`config.mk`:
```
export PLATFORM = sky130hd
export DESIGN_NAME = ilir_cell
export DESIGN_NICKNAME = d
export VERILOG_FILES = /design/src/rtl/assert_macros.svh /design/src/rtl/ilir_pkg.sv /design/src/rtl/ilir_cell.sv
export SDC_FILE = /design/constraint.sdc
export NUM_CORES = 1
export LEC_CHECK = 0
export ABC_CLOCK_PERIOD_IN_PS = 3600
export BUFFER_PORTS_ARGS = -buffer_cell sky130_fd_sc_hd__buf_2
export CAP_MARGIN = 20
export CELL_PAD_IN_SITES_DETAIL_PLACEMENT = 0
export CELL_PAD_IN_SITES_GLOBAL_PLACEMENT = 1
export CORE_UTILIZATION = 30
export DETAILED_ROUTE_END_ITERATION = 8
export PLACE_DENSITY = 0.87
export SKIP_LAST_GASP = 1
export SYNTH_ARGS = -nofsm -noshare
export SYNTH_HDL_FRONTEND = slang
export SYNTH_SLANG_ARGS = --single-unit
```
`constraint.sdc`:
```
create_clock -name clk -period 3.6 [get_ports clk]
set_clock_uncertainty 0.15 [all_clocks]
set_input_delay 0.54 -clock clk [delete_from_list [all_inputs] [get_ports clk]]
set_output_delay 0.54 -clock clk [all_outputs]
set_load 0.02 [all_outputs]
```
`src/rtl/assert_macros.svh`:
```
// Assertion macros shared by the list RTL.
// No dependencies; define NO_ASSERTIONS to compile them away.
`ifndef ASSERT_MACROS_SVH
`define ASSERT_MACROS_SVH
`ifndef NO_ASSERTIONS
// Check a property on every rising clock edge outside reset.
`define ILIR_ASSERT(lbl, clk, rst_n, prop, msg) \
	lbl: assert property (@(posedge clk) disable iff (!rst_n) (prop)) else $error(msg);
// Check that an antecedent is followed in the next cycle by a consequent.
`define ILIR_ASSERT_NEXT(lbl, clk, rst_n, ante, cons, msg) \
	lbl: assert property (@(posedge clk) disable iff (!rst_n) (ante) |=> (cons)) \
		else $error(msg);
`else
`define ILIR_ASSERT(lbl, clk, rst_n, prop, msg)
`define ILIR_ASSERT_NEXT(lbl, clk, rst_n, ante, cons, msg)
`endif
`endif

```
`src/rtl/ilir_pkg.sv`:
```
// Types and codes of the indexed list.
// No dependencies.
package ilir_pkg;
	localparam int WORD_W  = 32;
	localparam int INDEX_W = 4;
	localparam int COUNT_W = 5;

	typedef logic [WORD_W-1:0] word_t;

	typedef enum logic [1:0] {
		FN_APPEND = 2'd0,
		FN_READ   = 2'd1,
		FN_INSERT = 2'd2,
		FN_REMOVE = 2'd3
	} func_t;

	typedef enum logic [1:0] {
		ST_OK    = 2'd0,
		ST_INDEX = 2'd1,
		ST_FULL  = 2'd2,
		ST_ZERO  = 2'd3
	} status_t;

	// What one cell loads at the next edge.
	typedef enum logic [1:0] {
		CELL_HOLD,
		CELL_LOAD,
		CELL_FROM_LOW,
		CELL_FROM_HIGH
	} cell_cmd_t;

	typedef struct packed {
		func_t              func;
		logic [INDEX_W-1:0] index;
		word_t              value;
	} req_t;

	typedef struct packed {
		word_t              value_out;
		status_t            status;
		logic [COUNT_W-1:0] count;
	} rsp_t;
endpackage

```
`src/rtl/ilir_cell.sv`:
```
// One storage cell of the list chain: holds one word.
// Depends on ilir_pkg.
module ilir_cell (
	input  logic               clk,
	input  ilir_pkg::cell_cmd_t cmd,
	input  ilir_pkg::word_t    load_val,
	input  ilir_pkg::word_t    low_data,
	input  ilir_pkg::word_t    high_data,
	output ilir_pkg::word_t    data
);
	import ilir_pkg::*;

	word_t data_q;

	always_ff @(posedge clk) begin
		unique case (cmd)
			CELL_HOLD:      data_q <= data_q;
			CELL_LOAD:      data_q <= load_val;
			CELL_FROM_LOW:  data_q <= low_data;
			CELL_FROM_HIGH: data_q <= high_data;
		endcase
	end

	assign data = data_q;
endmodule

```
# [Word level (Yosys, flattened, before mapping)]
# Index checks and enable logic that the tools add are counted.
[op_classes] n_eq_ne=3 n_mux=1 n_reduce_logical=1
[op_table] cell="$pmux 32 s3" n=1
[op_table] cell="$eq 2x2->1 const B" n=2
[op_table] cell="$eq 2x1->1 const B" n=1
[op_table] cell="$logic_not 2->1" n=1
[totals] ff_bits=32 in_bits=99 output_inout_bits=32 word_cells=6

# [Depth between registers and ports, before layout]
# Gate-level depths: netlist (run 1).
[depth] depth_word=2 mapped_depth=4 mapped_depth_nobuf=2

# [Worst setup path before layout (run 1)]
# No wires, ideal clock.
[synth_path] path_kind="input to register" from="input port cmd[0]" to="register data_q[0] (netlist: data[0]) (enable)" setup_time_ns=0.375 arrival_ns=1.272 required_ns=3.075 slack_ns=1.803 cell_stages=3 path_buffers=2 path_cell_list="buf_6 -> buf_12 -> or2_2"
[synth_via] elab_chain_cells=1
[synth_lines] element="from (decl)" line="ilir_cell.sv:5" rtl="input ilir_pkg::cell_cmd_t cmd,"
[synth_lines] element="$logic_not 2->1" line="ilir_cell.sv:16" rtl="unique case (cmd)"
[synth_lines] element="to (signal assigned)" line="ilir_cell.sv:17" rtl="CELL_HOLD: data_q <= data_q;"
[synth_lines] element="to (signal assigned)" line="ilir_cell.sv:18" rtl="CELL_LOAD: data_q <= load_val;"
[synth_lines] element="to (signal assigned)" line="ilir_cell.sv:19" rtl="CELL_FROM_LOW: data_q <= low_data;"
[synth_lines] element="to (decl)" line="ilir_cell.sv:13" rtl="word_t data_q;"
# Every way passes these cells.
# A chain may end at the register's enable or synchronous reset.

# [Worst setup path after layout (run 1)]
[layout_path] from="input port cmd[0]" to="register data_q[2] (netlist: data[2]), data pin"
[layout_via] elab_chain_cells=2 word_cells_on_any_way=4 classes_between="eq/ne: 3; mux: 1"
[layout_lines] element="$eq 2x2->1 / $eq 2x1->1 (equally long branches)" line="ilir_cell.sv:16"
[layout_lines] element="$pmux 32 s3 (*)" line="ilir_cell.sv:16"
# Every way passes the cells marked *; elsewhere a longest branch is shown, timed or not.

==> impl_results.md, run 1 <==
- RSZ-0062 raised after global routing: false
- DR pass1 iterations: 4
- Fin. max-slew vios: 0
- Sw frac: 26.12%
- Fmax: 626.4 MHz
- Status: complete, no violations
- CP Cell Sequence: buf_2 > buf_4 > mux2i_1 > a21oi_1
- Mapped Cells: 140
- Clock slew at reported path FFs: 60 ps
- Total GRT Usage: 13.20%
- Initial antenna violation count: 0
- Die Footprint: 5879 µm²
- Remaining Overflow, GRT: 0
- Max VDD drop: 0.1388 mV
- CP max-delay cell: buf_4
- Die Height: 76.68 µm
- Clock Tree Root: clkbuf_8
- Crit Path Class: input pin to flop
- Initial Util: 31.94%
- IO Count: 131
- Final setup fails: 0
- P_sw: 0.2684 mW
- P&R area growth vs syn: 45.10%
- Die width: 76.68 µm
- # rows: 26
- Max-Cap Viols: 0
- Clk network pwr share: 32.3%
- Register area share after synthesis: 57.44%
- CTS Sinks: 32
- Ant. Diodes: 0
- Post-CTS Resized: 0
- Total power: 1.027 mW
- Htree depth: 2
- Arrival time worst endpoint: 1440 ps
- 1st-iter DRT viols: 34
- CP startpoint kind: input pin
- Vias in the first global route: 1480
- Hold slack: 435.2 ps
- Hold Path Class: input pin to flop
- Multi-input logic area: 606.8 µm²
- Final RePlAce weighted congestion: 0.7445
- FF+latch count, synth: 32
- Vias: 1504
- Register area: 960.9 µm²
- Mapped Nets: 239
- Global-route wire length before repair: 6.203 mm
- Pint: 0.7591 mW
- Routed WL per cell: 11.30 µm
- Netlist cell types: 10
- Worst Path Required: 3440 ps
- Ys Warns: 0
- Final Hold Vio Count: 0
- Setup TNS: 0 ps
- Hold EP: data[28]
- Combinational Power Share: 22.0%
- Max reg flops: 32
- Crit-path max FO: 32
- Cell leakage power: 1.191 nW
- IO Port Bufs: 130
- Setup crit end kind: flop
- Post-Route WL: 3.831 mm
- Minimum clock period: 1596 ps
- Layout cells sized above 1: 51.67%
- Syn avg cell area: 11.95 µm²
- Period utilisation layout: 44.34%
- Final ANT Viol Nets: 0
- Post-CTS setup buffers: 0
- Cell Pwr Density: 423.3 nW/µm²
- Largest net degree at the start of global routing: 65
- Core Box Area: 5238 µm²
- Worst path max stage delay: 460 ps
- Vias per inst: 4.437
- Layout net count: 367
- Hold path cells: 3
- CTS tree: done
- DRC viols: 0
- CTS Hold Buffers Added: 0
- # fillers: 511
- Clock tree buffer depth: 2
- Reg power frac: 45.8%
- Netlist Area Pre-Place: 1673 µm²
- TritonCTS buffer count: 5
- Min-Delay Startpoint: load_val[28]
- HPWL after DPL: 2.743 mm
- Worst slew margin: 49.42%
- Tightest Pin Transition: 758.7 ps
## worst max-delay path: cells and delay by family
kind / cells / cell delay (ps)
buffers and inverters: 2 / 540
muxes: 1 / 260
AOI/OAI and AO/OA: 1 / 90
## power by group through the flow
stage	clock (mW)	combinational [mW]	sequential, mW
after global routing	0.357	0.245	0.475
after detailed placement	0	0.228	0.479
after floorplan	0	0.0750	0.539
after CTS	0.345	0.229	0.471
after global placement	0	0.225	0.477
final	0.331	0.226	0.470
## routing by layer
| layer | wire length [µm] | vias up | GRT usage [%] |
|---|---|---|---|
| li1 | - | 766 | - |
| met1 | 1478 | 651 | 13.57 |
| met2 | 1955 | 83 | 24.64 |
| met3 | 362 | 4 | 5.119 |
| met4 | 34 | 0 | 3.462 |
| met5 | 0 | - | 0 |
## area by class of cell
type	count	area share, %
clock buffers	5	2.835
clock inverters	3	1.546
multi-input cells	97	25.00
flip-flops and latches	32	39.59
well taps	70	3.608
repair buffers	132	27.42
## worst max path at each step
stage / start / depth (start not counted) / endpoint
after floorplan: cmd[0] / 3 / data[0]
after detailed placement: cmd[0] / 4 / data[2]
after global routing: cmd[0] / 4 / data[2]
after CTS: cmd[0] / 4 / data[2]
after global placement: cmd[0] / 4 / data[10]
final: cmd[0] / 4 / data[2]
## through the flow
stage	std cells	instance area, µm²	util (%)	setup slack (ps)
2_1_floorplan	140	1673	-	1803
4_1_cts	339	2427	46.35	1987
3_5_place_dp	331	2321	44.31	1681
6_report	339	2427	46.35	2004
3_3_place_gp	331	2321	44.31	1709
5_1_grt	339	2427	46.35	1929
## cell families (layout without fill, tap and decap cells)
group | Yosys count | in the layout | synth area share (%)
AO/OA/AOI/OAI | 32 | 32 | 9.573
buffers and inverters | 11 | 140 | 6.283
flip-flops | 32 | 32 | 57.44
multiplexers | 32 | 32 | 19.15
AND/OR/NAND/NOR | 33 | 33 | 7.555
## placed cells by master, fill, tap and decap left out
cell,instances
clkinv_1,2
edfxtp_1,32
clkbuf_8,5
a21oi_1,32
bufinv_16,1
buf_2,130
or2_2,1
mux2i_1,32
buf_4,2
nor2_1,32
## Yosys cell counts
cell type,number,area [µm²]
buf_6,1,11.26
edfxtp_1,32,960.9
nor2_1,32,120.1
or2_2,1,6.260
a21oi_1,32,160.2
buf_12,3,60.06
buf_2,3,15.01
clkbuf_1,3,11.26
mux2i_1,32,320.3
buf_4,1,7.510
(Power assumes the default switching activity.)
==> run 2, diff against run 1 <==
ABC_CLOCK_PERIOD_IN_PS = 1450   (was 3600)
CORE_UTILIZATION = 25   (was 30)
PLACE_DENSITY = 0.77   (was 0.87)
clock period = 1.45 ns   (was 3.6 ns; I/O delays follow)
==> run 2 against run 1 <==
The run now ends with DRC left. Via count down 2.7%. Critical path depth down 3. Setup slack worse by 1700 ps. Hold slack worse by 330 ps. Cell area up 2.2%. Critical endpoint is now data[29]. Count of clock-buffer cells in the layout up 1. Cell count up 2.7%. First-iteration DRC count up 85%. Clock power up 150%.
==> impl_results.md, run 2 (synthesis gave the netlist of run 1 again) <==
- Cell Pwr Density: 1034 nW/µm²
- DRC viols: 21
- Crit Path Class: flop to primary output
- Max VDD drop: 0.6718 mV
- TritonCTS buffer count: 5
- Final RePlAce weighted congestion: 0.7370
- Worst Path Required: 1080 ps
- Clock tree buffer depth: 2
- Clock Tree Root: clkbuf_8
- Die Footprint: 7022 µm²
- Total GRT Usage: 11.34%
- Initial antenna violation count: 0
- Largest net degree at the start of global routing: 41
- Ant. Diodes: 0
- Crit path max-delay family: flip-flops
- Most common cell after layout, fill and taps aside: buf_2
- Failing checks: DRC
- Period utilisation layout: 81.91%
- CTS tree: done
- Max-Cap Viols: 0
- Layout net count: 369
- Die width: 83.80 µm
- Util after Layout: 38.61%
- Clock slew at reported path FFs: 60 ps
- Finished Layout Cells: 348
- RSZ-0062 raised after global routing: false
- Setup TNS: 0 ps
- Die Height: 83.80 µm
- Worst path max stage delay: 370 ps
- Routed WL per cell: 11.44 µm
- Initial Util: 26.05%
- P&R area growth vs syn: 48.24%
- Hold Path Class: input pin to flop
- 1st-iter DRT viols: 63
- Minimum clock period: 1188 ps
- Vias: 1464
- Vias in the first global route: 1387
- Commonest non-fill, non-tap cells in the layout: 130 x buf_2, 32 x mux2i_1, 32 x nor2_1, 32 x a21oi_1, 32 x edfxtp_1
- CP max-delay cell: edfxtp_1
- Worst slew margin: 69.52%
- Cell leakage power: 1.213 nW
- IO Count: 131
- CP startpoint kind: flop
- CTS Sinks: 32
- Tightest Pin Transition: 457.2 ps
- Core Box Area: 6422 µm²
- CP Cell Sequence: buf_2
- Vias per inst: 4.207
- Final setup fails: 0
- Finished Cell Area: 2480 µm²
- Setup crit end kind: primary output
- Final Hold Vio Count: 0
- Remaining Overflow, GRT: 0
- Max reg flops: 32
- Status: finished with violations
- Layout cells sized above 1: 52.40%
- CP Buf/Inv Count: 1
- CTS Hold Buffers Added: 0
- # fillers: 685
- Placed cell area: 2372 µm²
- Total power: 2.564 mW
- Final ANT Viol Nets: 0
- Htree depth: 2
- Crit-path max FO: 1
- Arrival time worst endpoint: 820 ps
- Global-route wire length before repair: 6.244 mm
- IO Port Bufs: 130
- Fmax: 842.0 MHz
- Fin. max-slew vios: 0
- Post-Route WL: 3.982 mm
- # rows: 29
- Placed Cells: 340
- Post-CTS setup buffers: 0
- Post-CTS Resized: 0
- DR pass1 iterations: 7
run 2: path summary, 6_finish.rpt:
check,from,endpoint,cells past startpoint
setup / recovery,data[29],data[29],1
hold / removal,load_val[29],data[29],3
run 2: through the flow:
| step | hold WS [ps] | setup WS [ps] |
|---|---|---|
| CTS | 95.82 | 242.6 |
| finish | 108.9 | 262.4 |
| detailed placement | 391.6 | 124.1 |
| floorplan | 292.5 | 153.9 |
| global route | 103.7 | 196.9 |
| global placement | 384.9 | 118.9 |
run 2: layer usage:
layer | up-vias | track usage (%) | part of all wire, %
met5 | - | 0 | 0
met4 | 0 | 3.762 | 0.78
met3 | 5 | 3.858 | 9.0
met2 | 73 | 19.90 | 49
met1 | 616 | 12.85 | 41
li1 | 770 | - | -
run 2: layout make-up:
class / instances / area [µm²] / share of cell area, %
Timing Repair Buffer: 134 / 705.7 / 28.46
Tap cell: 77 / 96.34 / 3.885
Multi-Input combinational cell: 97 / 609.3 / 24.57
Clock buffer: 6 / 72.57 / 2.926
Clock inverter: 2 / 35.03 / 1.413
Sequential cell: 32 / 960.9 / 38.75
run 2: power by group:
part / switching [mW] / internal (mW)
clock: 0.310 / 0.509
combinational: 0.326 / 0.251
sequential: 0.0228 / 1.14
total: 0.659 / 1.91
